File: src/design/mrp_pkg.sv
// ----------------------------------------------------------------------------
// mrp_pkg
// shared types and constants for the primality tester
// ----------------------------------------------------------------------------
package mrp_pkg;
    localparam int unsigned FieldW = 32;
    typedef logic [FieldW-1:0] t_field;
    // control from sequencer to modular multiplier
    typedef struct packed {
        logic start;
    } t_mul_ctl;
    typedef struct packed {
        logic done;
    } t_mul_sts;
endpackage

File: src/design/mrp_if.sv
// ----------------------------------------------------------------------------
// mrp_in_if / mrp_out_if
// valid/ready channels carrying one beat of input or result
// ----------------------------------------------------------------------------
interface mrp_in_if import mrp_pkg::*; ();
    logic   valid;
    logic   ready;
    t_field number;
    t_field witness;
    logic   last_witness;
    modport source (output valid, number, witness, last_witness, input ready);
    modport sink (input valid, number, witness, last_witness, output ready);
endinterface

interface mrp_out_if;
    logic valid;
    logic ready;
    logic probable_prime;
    logic trivial_case;
    modport source (output valid, probable_prime, trivial_case, input ready);
    modport sink (input valid, probable_prime, trivial_case, output ready);
endinterface

File: src/design/mrp_modmul.sv
// ----------------------------------------------------------------------------
// mrp_modmul
// bit-serial interleaved modular multiplier, msb of b first
// ----------------------------------------------------------------------------
module mrp_modmul import mrp_pkg::*; #(
    parameter int WIDTH = 32
) (
    input  logic             i_clk,
    input  logic             i_rst_n,
    input  t_mul_ctl         i_ctl,
    input  logic [WIDTH-1:0] i_a,
    input  logic [WIDTH-1:0] i_b,
    input  logic [WIDTH-1:0] i_n,
    output t_mul_sts         o_sts,
    output logic [WIDTH-1:0] o_p
);
    localparam int CW = $clog2(WIDTH + 1);

    logic [WIDTH-1:0] r_acc, n_acc;
    logic [WIDTH-1:0] r_b;
    logic [CW-1:0]    r_cnt;
    logic             r_busy, r_done;
    logic [WIDTH+1:0] w_dbl, w_d1, w_add, w_a1;

    // acc < n throughout, so each step needs at most one subtract after
    // doubling and one after adding
    always_comb begin
        w_dbl = {1'b0, r_acc, 1'b0};
        w_d1  = (w_dbl >= {2'b00, i_n}) ? w_dbl - {2'b00, i_n} : w_dbl;
        w_add = w_d1 + (r_b[WIDTH-1] ? {2'b00, i_a} : '0);
        w_a1  = (w_add >= {2'b00, i_n}) ? w_add - {2'b00, i_n} : w_add;
        n_acc = w_a1[WIDTH-1:0];
    end

    always_ff @(posedge i_clk) begin
        if (!i_rst_n) begin
            r_busy <= 1'b0;
            r_done <= 1'b0;
            r_cnt  <= '0;
        end else begin
            r_done <= 1'b0;
            if (i_ctl.start) begin
                r_busy <= 1'b1;
                r_cnt  <= CW'(WIDTH);
            end else if (r_busy) begin
                r_cnt <= r_cnt - 1'b1;
                if (r_cnt == CW'(1)) begin
                    r_busy <= 1'b0;
                    r_done <= 1'b1;
                end
            end
        end
    end

    always_ff @(posedge i_clk) begin
        if (i_ctl.start) begin
            r_acc <= '0;
            r_b   <= i_b;
        end else if (r_busy) begin
            r_acc <= n_acc;
            r_b   <= {r_b[WIDTH-2:0], 1'b0};
        end
    end

    assign o_sts.done = r_done;
    assign o_p        = r_acc;
endmodule

File: src/design/miller_rabin_primality.sv
// ----------------------------------------------------------------------------
// miller_rabin_primality
// one Miller-Rabin witness round per input beat, verdict on the last witness
// ----------------------------------------------------------------------------
// Each input beat runs one round on number n with the given witness. Only the
// low WIDTH bits of both fields are used. All products go through a single
// bit-serial modular multiplier. A round is one reduction of the witness
// plus the stripping of the factors of two from n-1, then WIDTH squarings
// with a multiply for each set bit of d, then up to s-1 further squarings,
// which stop early when x reaches 1 or n-1. Small numbers (n<=4) and even n
// skip the multiplier. Only one beat is worked on at a time. A result is
// given only for beats with last_witness set, and while it waits in the
// output register the next beat is held off.
module miller_rabin_primality import mrp_pkg::*; #(
    parameter int WIDTH = 32
) (
    input  logic      i_clk,
    input  logic      i_rst_n,
    mrp_in_if.sink    i_in,
    mrp_out_if.source o_out
);
    localparam int CW = $clog2(WIDTH + 1);

    localparam logic [3:0] S_IDLE  = 4'd0;
    localparam logic [3:0] S_SPLIT = 4'd1;
    localparam logic [3:0] S_RED   = 4'd2;
    localparam logic [3:0] S_PSQ   = 4'd3;
    localparam logic [3:0] S_PMUL  = 4'd4;
    localparam logic [3:0] S_CHK   = 4'd5;
    localparam logic [3:0] S_SQ    = 4'd6;
    localparam logic [3:0] S_FIN   = 4'd7;
    localparam logic [3:0] S_WAITM = 4'd8;
    localparam logic [3:0] S_LOOP  = 4'd15;

    logic [3:0]       r_state, r_ret;
    logic [WIDTH-1:0] r_n, r_x, r_a, r_d;
    logic [CW-1:0]    r_s, r_bits;
    logic             r_last, r_comp_round, r_seen;
    logic             r_ovalid, r_prime, r_triv;
    logic [WIDTH-1:0] r_ma, r_mb, w_p, w_nm1;
    t_mul_ctl         r_ctl;
    t_mul_sts         w_sts;
    logic             w_take;

    mrp_modmul #(.WIDTH(WIDTH)) u_mul (
        .i_clk  (i_clk),
        .i_rst_n(i_rst_n),
        .i_ctl  (r_ctl),
        .i_a    (r_ma),
        .i_b    (r_mb),
        .i_n    (r_n),
        .o_sts  (w_sts),
        .o_p    (w_p)
    );

    assign w_nm1       = r_n - 1'b1;
    assign i_in.ready  = (r_state == S_IDLE) && !(r_ovalid && !o_out.ready);
    assign w_take      = i_in.valid && i_in.ready;
    assign o_out.valid = r_ovalid;
    assign o_out.probable_prime = r_prime;
    assign o_out.trivial_case   = r_triv;

    always_ff @(posedge i_clk) begin
        if (!i_rst_n) begin
            r_state  <= S_IDLE;
            r_seen   <= 1'b0;
            r_ovalid <= 1'b0;
            r_ctl    <= '0;
        end else begin
            r_ctl <= '0;
            if (r_ovalid && o_out.ready) begin
                r_ovalid <= 1'b0;
            end
            unique case (r_state)
                S_IDLE: begin
                    if (w_take) begin
                        r_n    <= i_in.number[WIDTH-1:0];
                        r_a    <= i_in.witness[WIDTH-1:0];
                        r_last <= i_in.last_witness;
                        r_state <= S_SPLIT;
                    end
                end
                S_SPLIT: begin
                    r_d <= w_nm1;
                    r_s <= '0;
                    if (r_n <= WIDTH'(4)) begin
                        // small-number rule, flag cleared on a last beat, else untouched
                        if (r_last) begin
                            r_ovalid <= 1'b1;
                            r_triv   <= 1'b1;
                            r_prime  <= (r_n == WIDTH'(2)) || (r_n == WIDTH'(3));
                            r_seen   <= 1'b0;
                        end
                        r_state <= S_IDLE;
                    end else if (!r_n[0]) begin
                        r_comp_round <= 1'b1;
                        r_state <= S_FIN;
                    end else begin
                        // reduce witness: 1*a mod n, a shifted in serially
                        r_ma   <= WIDTH'(1);
                        r_mb   <= r_a;
                        r_ctl.start <= 1'b1;
                        r_ret  <= S_RED;
                        r_state <= S_WAITM;
                    end
                end
                S_WAITM: begin
                    if (w_sts.done) begin
                        r_state <= r_ret;
                    end
                end
                S_RED: begin
                    r_a <= w_p;
                    // strip factors of two from d, one per cycle
                    if (!r_d[0]) begin
                        r_d <= r_d >> 1;
                        r_s <= r_s + 1'b1;
                    end else begin
                        r_x    <= WIDTH'(1);
                        r_bits <= CW'(WIDTH);
                        r_state <= S_PSQ;
                    end
                end
                S_PSQ: begin
                    // left-to-right: x = x^2, then x*a if bit set
                    if (r_bits == '0) begin
                        r_state <= S_CHK;
                    end else begin
                        r_ma <= r_x;
                        r_mb <= r_x;
                        r_ctl.start <= 1'b1;
                        r_ret <= S_PMUL;
                        r_state <= S_WAITM;
                    end
                end
                S_PMUL: begin
                    r_bits <= r_bits - 1'b1;
                    r_d    <= {r_d[WIDTH-2:0], 1'b0};
                    if (r_d[WIDTH-1]) begin
                        r_ma <= w_p;
                        r_mb <= r_a;
                        r_ctl.start <= 1'b1;
                        r_ret <= S_SQ;
                        r_state <= S_WAITM;
                    end else begin
                        r_x <= w_p;
                        r_state <= S_PSQ;
                    end
                end
                S_SQ: begin
                    // returns here after a multiply inside exponentiation
                    r_x <= w_p;
                    r_state <= S_PSQ;
                end
                S_CHK: begin
                    if (r_x == WIDTH'(1) || r_x == w_nm1) begin
                        r_comp_round <= 1'b0;
                        r_state <= S_FIN;
                    end else if (r_s <= CW'(1)) begin
                        r_comp_round <= 1'b1;
                        r_state <= S_FIN;
                    end else begin
                        r_s  <= r_s - 1'b1;
                        r_ma <= r_x;
                        r_mb <= r_x;
                        r_ctl.start <= 1'b1;
                        r_ret <= S_LOOP;
                        r_state <= S_WAITM;
                    end
                end
                S_FIN: begin
                    if (r_last) begin
                        r_ovalid <= 1'b1;
                        r_triv   <= 1'b0;
                        r_prime  <= !(r_seen || r_comp_round);
                        r_seen   <= 1'b0;
                    end else begin
                        r_seen <= r_seen || r_comp_round;
                    end
                    r_state <= S_IDLE;
                end
                S_LOOP: begin
                    // squaring loop step
                    r_x <= w_p;
                    if (w_p == WIDTH'(1)) begin
                        r_comp_round <= 1'b1;
                        r_state <= S_FIN;
                    end else if (w_p == w_nm1) begin
                        r_comp_round <= 1'b0;
                        r_state <= S_FIN;
                    end else if (r_s <= CW'(1)) begin
                        r_comp_round <= 1'b1;
                        r_state <= S_FIN;
                    end else begin
                        r_s  <= r_s - 1'b1;
                        r_ma <= w_p;
                        r_mb <= w_p;
                        r_ctl.start <= 1'b1;
                        r_ret <= S_LOOP;
                        r_state <= S_WAITM;
                    end
                end
                default: r_state <= S_IDLE;
            endcase
        end
    end
endmodule

File: src/flat_wrapper.sv
// flat-port wrapper written by rule: the top's interface ports become plain ports
module miller_rabin_primality_flat import mrp_pkg::*;
#(
    parameter int WIDTH = 32
)
  (i_clk, i_rst_n, i_in_valid, i_in_number, i_in_witness, i_in_last_witness, i_in_ready, o_out_valid, o_out_probable_prime, o_out_trivial_case, o_out_ready);
  mrp_in_if i_in_i ();
  mrp_out_if o_out_i ();
  input  logic i_clk;
  input  logic i_rst_n;
  input wire logic [$bits(i_in_i.valid)-1:0] i_in_valid;
  input wire logic [$bits(i_in_i.number)-1:0] i_in_number;
  input wire logic [$bits(i_in_i.witness)-1:0] i_in_witness;
  input wire logic [$bits(i_in_i.last_witness)-1:0] i_in_last_witness;
  output wire logic [$bits(i_in_i.ready)-1:0] i_in_ready;
  output wire logic [$bits(o_out_i.valid)-1:0] o_out_valid;
  output wire logic [$bits(o_out_i.probable_prime)-1:0] o_out_probable_prime;
  output wire logic [$bits(o_out_i.trivial_case)-1:0] o_out_trivial_case;
  input wire logic [$bits(o_out_i.ready)-1:0] o_out_ready;
  assign i_in_i.valid = i_in_valid;
  assign i_in_i.number = i_in_number;
  assign i_in_i.witness = i_in_witness;
  assign i_in_i.last_witness = i_in_last_witness;
  assign i_in_ready = i_in_i.ready;
  assign o_out_valid = o_out_i.valid;
  assign o_out_probable_prime = o_out_i.probable_prime;
  assign o_out_trivial_case = o_out_i.trivial_case;
  assign o_out_i.ready = o_out_ready;
  miller_rabin_primality #(.WIDTH(WIDTH)) u_core (.i_clk(i_clk), .i_rst_n(i_rst_n), .i_in(i_in_i), .o_out(o_out_i));
endmodule
File: config.mk
export PLATFORM = sky130hd
export DESIGN_NAME = miller_rabin_primality_flat
export DESIGN_NICKNAME = d
export VERILOG_FILES = /design/src/design/mrp_pkg.sv /design/src/design/mrp_if.sv /design/src/design/mrp_modmul.sv /design/src/design/miller_rabin_primality.sv /design/src/flat_wrapper.sv
export SDC_FILE = /design/constraint.sdc
export NUM_CORES = 1
export LEC_CHECK = 0
export BUFFER_PORTS_ARGS = -buffer_cell sky130_fd_sc_hd__clkbuf_2
export CAP_MARGIN = 20
export CELL_PAD_IN_SITES_DETAIL_PLACEMENT = 1
export CELL_PAD_IN_SITES_GLOBAL_PLACEMENT = 1
export CORE_ASPECT_RATIO = 0.75
export CORE_MARGIN = 5
export CORE_UTILIZATION = 45
export DETAILED_ROUTE_END_ITERATION = 8
export PLACE_DENSITY = 0.88
export SYNTH_ARGS = -nofsm -noshare
export SYNTH_HDL_FRONTEND = slang
export SYNTH_HIERARCHICAL = 1
export SYNTH_SLANG_ARGS = --single-unit
File: constraint.sdc
create_clock -name i_clk -period 7.2 [get_ports i_clk]
set_clock_uncertainty 0.05 [all_clocks]
set_input_delay 1.08 -clock i_clk [delete_from_list [all_inputs] [get_ports i_clk]]
set_output_delay 1.08 -clock i_clk [all_outputs]
set_load 0.005 [all_outputs]
## Word level (Yosys, flattened, before mapping)

Index checks and enable logic that the tools add are counted.

| storage, ports and cells | value |
|---|---|
| input port bits | 69 |
| flip-flop bits (word level) | 291 |
| logic and storage cells | 201 |

| operators by class | value |
|---|---|
| equal/unequal tests | 34 |
| magnitude comparators | 4 |
| bitwise gates (word level) | 2 |
| reductions and logical operators | 37 |
| $add $sub $neg | 8 |
| muxes and demuxes | 92 |

Operator list:

| kind | number |
|---|---|
| two-way mux 32 bit | 20 |
| case mux 32 bit (5 select lines) | 2 |
| case mux 32 bit (3 select lines) | 2 |
| two-way mux 4 bit | 19 |
| equality test 32 x 1 -> 1 bit, second input constant | 2 |
| equality test 32 x 2 -> 1 bit, second input constant | 2 |
| equality test 32 bit | 2 |
| case mux 32 bit (2 select lines) | 1 |
| two-way mux 6 bit | 8 |
| case mux 4 bit (9 select lines) | 1 |
| adder 34 x 32 -> 34 bit | 1 |
| greater-or-equal comparator 34 x 32 -> 1 bit | 1 |
| two-way mux 34 bit | 1 |
| subtractor 33 x 32 -> 34 bit | 1 |
| greater-or-equal comparator 33 x 32 -> 1 bit | 1 |
| <= comparator 32 x 3 -> 1 bit, second input constant | 1 |
| subtractor 32 x 1 -> 32 bit, second input constant | 1 |
| subtractor 32 bit | 1 |
| two-way mux 1 bit | 29 |
| case mux 6 bit (4 select lines) | 1 |
| != test 2 bit, second input constant | 11 |
| case mux 4 bit (5 select lines) | 1 |
| AND reduction 3 bit | 6 |
| subtractor 6 x 1 -> 6 bit, second input constant | 3 |
| other kinds (30) | 59 |

## Longest topological paths before layout

Gate-level depths: netlist (run 1).

| logic depth | value |
|---|---|
| depth in word-level cells | 7 |
| gate-level depth with buffers | 37 |

## Cells and area by module

Netlist (run 1), hierarchy kept.

Modules (own cells, without submodules):

| module | cells an instance | instances | seq. area each (um^2) | area each (um^2) |
|---|---|---|---|---|
| miller_rabin_primality | 1130 | 1 | 6476.2 | 12070.3 |
| mrp_modmul | 1143 | 1 | 1761.7 | 9096.2 |

## Worst setup path before layout (run 1)

Ideal clock, no wire load.

| timing | value |
|---|---|
| path type | register -> register |
| start | register u_core.r_n[1] |
| end | register u_core.u_mul.r_acc[2], in the netlist u_core/u_mul/o_p[2] |
| data arrival time | 7.078 ns |
| library setup time | 0.122 ns |
| cell stages (with the launch flop) | 33 |
| slack | -0.050 ns |
| cells stage by stage | edfxtp_1 > fa_1 > and2b_1 > o2111ai_2 > a311oi_2 > o21ai_2 > nand3_1 > a221o_1 > buf_4 > clkbuf_1 > mux2_2 > ha_1 > buf_6 > a221oi_2 > o21ai_1 > a211o_1 > or3_1 > o221ai_2 > o21ai_1 > or2_2 > mux2i_1 > nand3_1 > ha_1 > nand3_1 > nor2_1 > and4_1 > a2111oi_0 > o22ai_1 > or3_1 > o21ba_4 > buf_6 > nor3_1 > a311o_1 |

| on the way | value |
|---|---|
| cells in the longest elaborated chain, start to end | 5 |
| elaborated cells between the ends (all ways) | 7 |
| classes of those cells | 3 x add/sub; 2 x order compare; 2 x mux |

RTL lines:

| element | RTL line | RTL |
|---|---|---|
| start, declared | miller_rabin_primality.sv:36 | `logic [WIDTH-1:0] r_n, r_x, r_a, r_d;` |
| start signal, assigned | miller_rabin_primality.sv:77 | `r_n <= i_in.number[WIDTH-1:0];` |
| subtractor 33 x 32 -> 34 bit / greater-or-equal comparator 33 x 32 -> 1 bit (equally long branches) | mrp_modmul.sv:29 | `w_d1 = (w_dbl >= {2'b00, i_n}) ? w_dbl - {2'b00, i_n} : w_dbl;` |
| two-way mux 34 bit | mrp_modmul.sv:29 |  |
| adder 34 x 32 -> 34 bit | mrp_modmul.sv:30 | `w_add = w_d1 + (r_b[WIDTH-1] ? {2'b00, i_a} : '0);` |
| subtractor 32 bit / greater-or-equal comparator 34 x 32 -> 1 bit (equally long branches) | mrp_modmul.sv:31 | `w_a1 = (w_add >= {2'b00, i_n}) ? w_add - {2'b00, i_n} : w_add;` |
| two-way mux 32 bit * | mrp_modmul.sv:31 |  |
| end signal, assigned | mrp_modmul.sv:60 | `r_acc <= n_acc;` |
| end, declared | mrp_modmul.sv:19 | `logic [WIDTH-1:0] r_acc, n_acc;` |

Mark *: on every way between the ends. The rest lies on a longest branch, timed or not.
A chain may end at the register's enable or synchronous reset.

## Final worst setup path (run 1)

| timing | value |
|---|---|
| start | register u_core.r_n[13] |
| end | register u_core.u_mul.r_acc[4], in the netlist u_core/u_mul/o_p[4] |

| on the way | value |
|---|---|
| cells in the longest elaborated chain, start to end | 5 |
| elaborated cells between the ends (all ways) | 7 |
| classes of those cells | 3 x add/sub; 2 x order compare; 2 x mux |

RTL lines:

| element | RTL line |
|---|---|
| subtractor 33 x 32 -> 34 bit / greater-or-equal comparator 33 x 32 -> 1 bit (equally long branches) | mrp_modmul.sv:29 |
| two-way mux 34 bit | mrp_modmul.sv:29 |
| adder 34 x 32 -> 34 bit | mrp_modmul.sv:30 |
| greater-or-equal comparator 34 x 32 -> 1 bit / subtractor 32 bit (equally long branches) | mrp_modmul.sv:31 |
| two-way mux 32 bit * | mrp_modmul.sv:31 |

Marked as above.

==> metrics.cfg, run 1 <==
[yosys]
ys_seq_elements=290
synth_edf_count=243
synth.most_common_cell=nand2_1
syn-num-nets=2451
synth_area_um2=21200
yosysSeqAreaShare_pct=38.9
ys_warn_count=6
synth.largest_area_cell=edfxtp_1
netlist_top_cells_count=nand2_1, edfxtp_1, nor2_1
async_reset_ff_share_pct=0
yosysTopAreaCellShare_pct=34.5
avgSynthCellArea_um2=9.31
synth_ff_type=edfxtp_1
yosysUniqueCellTypes=107
synth.area.top_cells=edfxtp_1, ha_1, nand2_1, dfxtp_1, xnor2_1
synthCells=2273

[placed_design]
place_ws_ns=-0.797
port_buffers=72
gp_congestion=1.03
hpwl_mm=68.5

[floorplanning]
core_area_um2=46300
ios=73
initial_core_util_pct=45.7
num_rows=68
die_height_um=198
die_w_um=260
dieArea_um2=51500

[global_route]
track_usage_pct=36.1
overflow=0
grt_first_pass_wirelength_mm=141
grt_max_degree=65
grt_pass1_vias=22600
antenna_found_initial=7

[drt]
drc_errors=0
drt-vias-per-instance=6.57
vias=22000
drtPass1Iterations=6
ant_nets=0
wl_mm=99.2
routedWlPerCell_um=29.6
drt_iter0_drc=2579

[sta]
period_needed_ns=7.70
rsz0062_at_grt=yes
tightest_slew_ns=1.11
fmax_mhz=130
period_share_pct=107
worst_slack_ns=-0.504
finalSetupViolCount=32
max_slew_margin_pct=26.3
hold_viol_final=0
final_max_slew_viol_count=0

[setup_path]
cp-end-kind=flip-flop
ff2ff_setup_slack_ns=-0.50
cp-start-kind=flip-flop
path_max_fanout=7
cp.required_ns=7.58
worst_path_largest_cell_delay_ns=0.47
cp_slowest_cell=edfxtp_1
setup.worst_path.class=flip-flop to flip-flop
worstPathArrival_ns=8.09

[clock_tree]
cts_hold_buf=0
cts_buffer_depth=3
clkTransAtPathRegs_ns=0.06
clk_latency_ns=0.55
cts_tree=yes
cts_made_buffers=34
root_buffer=clkbuf_16
h-tree-depth=2
cts.sinks=290

[cells_and_area]
syn2layout_area_growth_pct=29.3
multi_input_area_um2=12900
fillers=5229
final_nets=2877
drive_above_1_share_pct=29.8
regArea_um2=8240

[status]
violations=setup timing
status=finished, violations left

[flow_run]
timing.max_cap.violations=0

[hold_path]
hold_class=flip-flop to flip-flop

==> path summary, 6_finish.rpt <==
check,from,endpoint,cells past startpoint
setup / recovery,u_core/r_n[13]$_DFFE_PP_,u_core/u_mul/o_p[4]$_SDFFE_PP0P_,34
hold / removal,u_core/r_a[9]$_DFFE_PP_,u_core/r_mb[9]$_DFFE_PP_,2
setup reg to reg,u_core/r_n[13]$_DFFE_PP_,u_core/u_mul/o_p[4]$_SDFFE_PP0P_,34
hold reg to reg,u_core/r_a[9]$_DFFE_PP_,u_core/r_mb[9]$_DFFE_PP_,2
==> per-stage QoR <==
step | area [um2] | hold WS (ns) | cells | util (%) | TNS (ns)
6_report | 27400 | 0.469 | 3352 | 59.1 | -13.74
3_3_place_gp | 24600 | 0.420 | 3214 | 53.1 | -8.56
3_5_place_dp | 24600 | 0.450 | 3215 | 53.1 | -21.04
5_1_grt | 27400 | 0.481 | 3352 | 59.1 | -18.75
2_1_floorplan | 21200 | 0.409 | 2273 | - | 0
4_1_cts | 26800 | 0.466 | 3321 | 57.8 | -7.18
==> layout make-up <==
cell class,instances,area share (%)
repair buffers,514,14.7
diodes,1,0.00914
clock buffers,42,3.26
inverters,82,1.12
multi-input cells,1777,47.3
clock inverters,16,0.645
flip-flops and latches,290,30.1
well taps,630,2.88
==> state kept, by name, summed over array words and instances (netlist names) <==
name	cells
u_core/r_a	32
u_core/r_d	32
u_core/r_ma	32
u_core/r_mb	32
u_core/r_n	32
u_core/r_x	32
u_core/u_mul/o_p	32
u_core/u_mul/r_b	32
u_core/r_bits	6
u_core/r_s	6
u_core/u_mul/r_cnt	6
u_core/r_state	4
u_core/r_ret	3
u_core/o_out.probable_prime	1
u_core/o_out.trivial_case	1
u_core/o_out.valid	1
u_core/r_comp_round	1
u_core/r_ctl	1
u_core/r_last	1
u_core/r_seen	1
u_core/u_mul/o_sts	1
u_core/u_mul/r_busy	1
==> per-layer routing <==
layer / vias up / share of wire [%] / track usage, %
met3: 305 / 11 / 10.2
met5: - / 0.17 / 1.57
met4: 12 / 4.6 / 13.9
met2: 1342 / 44 / 56.5
li1: 9334 / - / -
met1: 11000 / 40 / 47.6
==> timing repair <==
action / CTS / global route
endpoints found under the hold margin: 0 / 0
setup endpoints to repair: 32 / 32
gates resized for setup: 119 / 76
pin swaps: 50 / 55
gates cloned: 5 / 3
setup buffers: 44 / 26
==> layout by cell type (no fill, tap or decap), types with 13 or more instances in the layout <==
master     synthesis  routed
o21a_1            16      16
nor2_1           183     175
and3_1            49      47
a22oi_1           57      57
buf_6              4      13
nand3_1           69      61
a22o_1            30      30
ha_1             106      91
o21bai_1          19      19
dfxtp_1           47      44
or4_1             20      20
a311oi_1          15      13
o21ai_0           83      74
xnor2_1          105     102
inv_1             82      73
nand2b_1          24      24
o21ai_1           23      16
a21o_1            35      35
clkbuf_2           1      72
or3_1             19      16
nor4_1            42      37
nand2_1          261     257
buf_4              5     408
nand4_1           29      29
xor2_1            52      49
o21ai_2            1      17
nor2b_1           17      16
a21oi_2            1      23
edfxtp_1         243     243
clkbuf_16          0      36
and2_1            46      45
mux2_2            42      41
nor3_1            44      37
a21oi_1          143     120
==> critical path: cells and delay by family, from the launching register on <==
kind | cells | cell delay, ns
AO/OA/AOI/OAI | 21 | 4.41
adder cells (fa/ha/maj) | 3 | 0.97
buffers and inverters | 6 | 0.83
AND/OR/NAND/NOR | 3 | 0.66
flip-flops | 1 | 0.47
XOR/XNOR | 1 | 0.20
==> cells by family (layout without fill, tap and decap cells) <==
logic type	count (synthesis)	count (layout)	share of synthesized area (%)
and+or+nand+nor	875	875	21.4
adders and majority gates	109	109	6.55
xor gates and xnor gates	165	165	7.35
other	0	1	0
DFF	290	290	38.9
muxes	46	46	2.42
AOI/OAI and AO/OA	581	582	19.4
buffers and inverters	207	654	4.04
Power of run 1 is not shown: default switching activity piles up to over one toggle a cycle in this logic, so the estimate is an artifact.
==> inputs of run 2 (changes only) <==
--- a/config.mk
+++ b/config.mk
@@ -5,15 +5,16 @@
 export SDC_FILE = /design/constraint.sdc
 export NUM_CORES = 1
 export LEC_CHECK = 0
+export ABC_AREA = 1
 export BUFFER_PORTS_ARGS = -buffer_cell sky130_fd_sc_hd__clkbuf_2
 export CAP_MARGIN = 20
 export CELL_PAD_IN_SITES_DETAIL_PLACEMENT = 1
 export CELL_PAD_IN_SITES_GLOBAL_PLACEMENT = 1
 export CORE_ASPECT_RATIO = 0.75
 export CORE_MARGIN = 5
-export CORE_UTILIZATION = 45
+export CORE_UTILIZATION = 42
 export DETAILED_ROUTE_END_ITERATION = 8
-export PLACE_DENSITY = 0.88
+export PLACE_DENSITY = 0.87
 export SYNTH_ARGS = -nofsm -noshare
 export SYNTH_HDL_FRONTEND = slang
 export SYNTH_HIERARCHICAL = 1
==> run 2 against run 1 <==
Against the previous run:
- the run now ends clean
- first-iteration DRC count increased by 27%
- sequential share of layout area grew 2.7 points
- core utilization is 10 points lower
- flip-flop and latch count did not move
- via count is 7.0% higher
- synthesized cell count is 34% higher
- critical path depth increased by 1
- worst hold slack better by 0.00088 ns
==> metrics.cfg, run 2 <==
[setup_path]
cp_num_buf_inv=7  ; +1
path_delay_family=simple AND/OR/NAND/NOR gates
cp.required_ns=7.61  ; +0.03 ns
cp_slowest_cell=dfxtp_1
cp-start-kind=flip-flop
worstPathArrival_ns=7.41  ; -0.68 ns
setup.worst_path.class=flip-flop to flip-flop
cp-end-kind=flip-flop
worst_path_largest_cell_delay_ns=0.62  ; +0.15 ns
crit_path_frequent_cell=nand2_1
path_max_fanout=23  ; +16

[sta]
timing.hold.ws_ns=0.470  ; +0.000883 ns
period_needed_ns=7.00  ; -0.704 ns
worst_slack_ns=0.200  ; +0.704 ns
final_max_slew_viol_count=0  ; unchanged
finalSetupViolCount=0  ; -100%
period_share_pct=97.2  ; -9.8 points
max_slew_margin_pct=30.1  ; +3.7 points
tightest_slew_ns=1.04  ; -0.0672 ns
tns_ns=0  ; +13.74 ns
hold_viol_final=0  ; unchanged
fmax_mhz=143  ; +10%

[yosys]
yosysSeqAreaShare_pct=37.8  ; -1.1 points
ys_seq_elements=290  ; unchanged
netlist_top_cells_count=nand2_1, inv_1, nor2_1
yosysUniqueCellTypes=60  ; -44%
ys_warn_count=6  ; unchanged
synthCells=3042  ; +34%
synth_area_um2=21800  ; +2.9%
synth_ff_type=edfxtp_1
async_reset_ff_share_pct=0  ; unchanged
avgSynthCellArea_um2=7.16  ; -23%
synth.most_common_cell=nand2_1
synth_edf_count=243  ; unchanged
yosysTopAreaCellShare_pct=33.5  ; -0.99 points
synth.area.top_cells=edfxtp_1, nand2_1, inv_1, ha_1, nand3_1
syn-num-nets=3220  ; +31%
synth.largest_area_cell=edfxtp_1

[clock_tree]
cts_tree=yes
cts_made_buffers=31  ; -8.8%
clkTransAtPathRegs_ns=0.07  ; about the same
cts.sinks=290  ; unchanged
h-tree-depth=1  ; -1
cts_buffer_depth=3  ; unchanged
clk_latency_ns=0.61  ; +0.06 ns
root_buffer=clkbuf_16

[placed_design]
place_ws_ns=0.0472  ; +0.844 ns
hpwl_mm=82.3  ; +20%
gp_congestion=1.01  ; -2.2%
port_buffers=72  ; unchanged

[drt]
drc_errors=0  ; unchanged
ant_nets=0  ; unchanged
routedWlPerCell_um=26.0  ; -12%
wl_mm=102  ; +3.3%
drt-vias-per-instance=5.98  ; -9.1%
vias=23600  ; +7.0%
drt_iter0_drc=3278  ; +27%
drtPass1Iterations=6  ; unchanged

[cells_and_area]
final_util_pct=48.9  ; -10 points
final_cell_mix=nand2_1, inv_1, edfxtp_1
fillers=6535  ; +25%
final_nets=3395  ; +18%
syn2layout_area_growth_pct=15.4
final_common_cell=nand2_1
drive_above_1_share_pct=10.9  ; -19 points

[floorplanning]
die_w_um=273  ; +4.8%
initial_core_util_pct=42.4  ; -3.4 points
core_area_um2=51400  ; +11%
num_rows=72  ; +5.9%
dieArea_um2=56600  ; +9.8%
die_height_um=207  ; +4.8%
ios=73  ; unchanged

[global_route]
antenna_found_initial=2  ; -5
grt_max_degree=67  ; +3.1%
grt_pass1_vias=23100  ; +2.1%
grt_first_pass_wirelength_mm=148  ; +4.8%
overflow=0  ; unchanged
track_usage_pct=34.4  ; -1.7 points

[hold_path]
hold_class=flip-flop to flip-flop

[flow_run]
timing.max_cap.violations=0  ; unchanged

[status]
status=complete, no violations

## run 2: worst reg2reg max path, delay by kind of cell (launching register included)
| kind | cells | cell delay (ns) |
|---|---|---|
| xor+xnor | 1 | 0.31 |
| flops | 1 | 0.62 |
| compound gates | 9 | 1.93 |
| fa+ha+maj | 3 | 1.13 |
| simple gates | 15 | 2.03 |
| buf+inv | 7 | 0.80 |
## run 2: cell families (layout without fill, tap and decap cells)
family | after synthesis | after routing | share of synthesized area (%)
flip-flops | 290 | 290 | 37.8
other | 0 | 1 | 0
buffers and inverters | 537 | 737 | 9.47
adder cells (fa/ha/maj) | 109 | 109 | 6.36
AND/OR/NAND/NOR | 1590 | 1590 | 31.0
AO/OA/AOI/OAI | 423 | 423 | 11.5
XOR/XNOR | 93 | 93 | 3.86
## run 2: final cells by class
cell class	count	area, um2	area share (%)
clock buffer	40	870	3.46
timing repair buffer	215	1540	6.12
sequential	290	8240	32.8
clock inverter	18	201	0.801
tap	703	880	3.50
inverter	464	1750	6.94
multi-input combinational	2215	11700	46.4
antenna	1	2.50	0.00995
## run 2: worst paths after layout
| kind | endpoint | slack, ns | from | cells past startpoint |
|---|---|---|---|---|
| worst min-delay path | u_core/u_mul/r_b[0]$_SDFFCE_PN0P_ | 0.47 | u_core/r_mb[0]$_DFFE_PP_ | 2 |
| worst max register to register | u_core/u_mul/o_p[1]$_SDFFE_PP0P_ | 0.20 | u_core/u_mul/o_p[6]$_SDFFE_PP0P_ | 35 |
| worst max-delay path | u_core/u_mul/o_p[1]$_SDFFE_PP0P_ | 0.20 | u_core/u_mul/o_p[6]$_SDFFE_PP0P_ | 35 |
| worst min register to register | u_core/u_mul/r_b[0]$_SDFFCE_PN0P_ | 0.47 | u_core/r_mb[0]$_DFFE_PP_ | 2 |
## run 2: what timing repair did
action / CTS / global route
setup buffers: 1 / 27
hold buffers: 0 / 0
pin swaps: 0 / 3
hold endpoints to repair: 0 / 0
gates resized for setup: 0 / 39
setup endpoints to repair: 2 / 32
## run 2: per-stage QoR
| step | area (um2) | std cells |
|---|---|---|
| 6_report | 25100 | 3946 |
| 5_1_grt | 25100 | 3945 |
| 4_1_cts | 24700 | 3914 |
| 3_5_place_dp | 23600 | 3855 |
| 3_3_place_gp | 23600 | 3855 |
| 2_1_floorplan | 21800 | 3042 |
## run 2: metal layers
| layer | global-route usage, % | vias to the layer above | share of wire [%] |
|---|---|---|---|
| met5 | 0 | - | 0.026 |
| met1 | 50.7 | 11600 | 43 |
| met2 | 48.4 | 1384 | 40 |
| li1 | - | 10400 | - |
| met3 | 11.2 | 213 | 13 |
| met4 | 8.97 | 4 | 3.2 |
Power of run 2 is left out for the same reason.
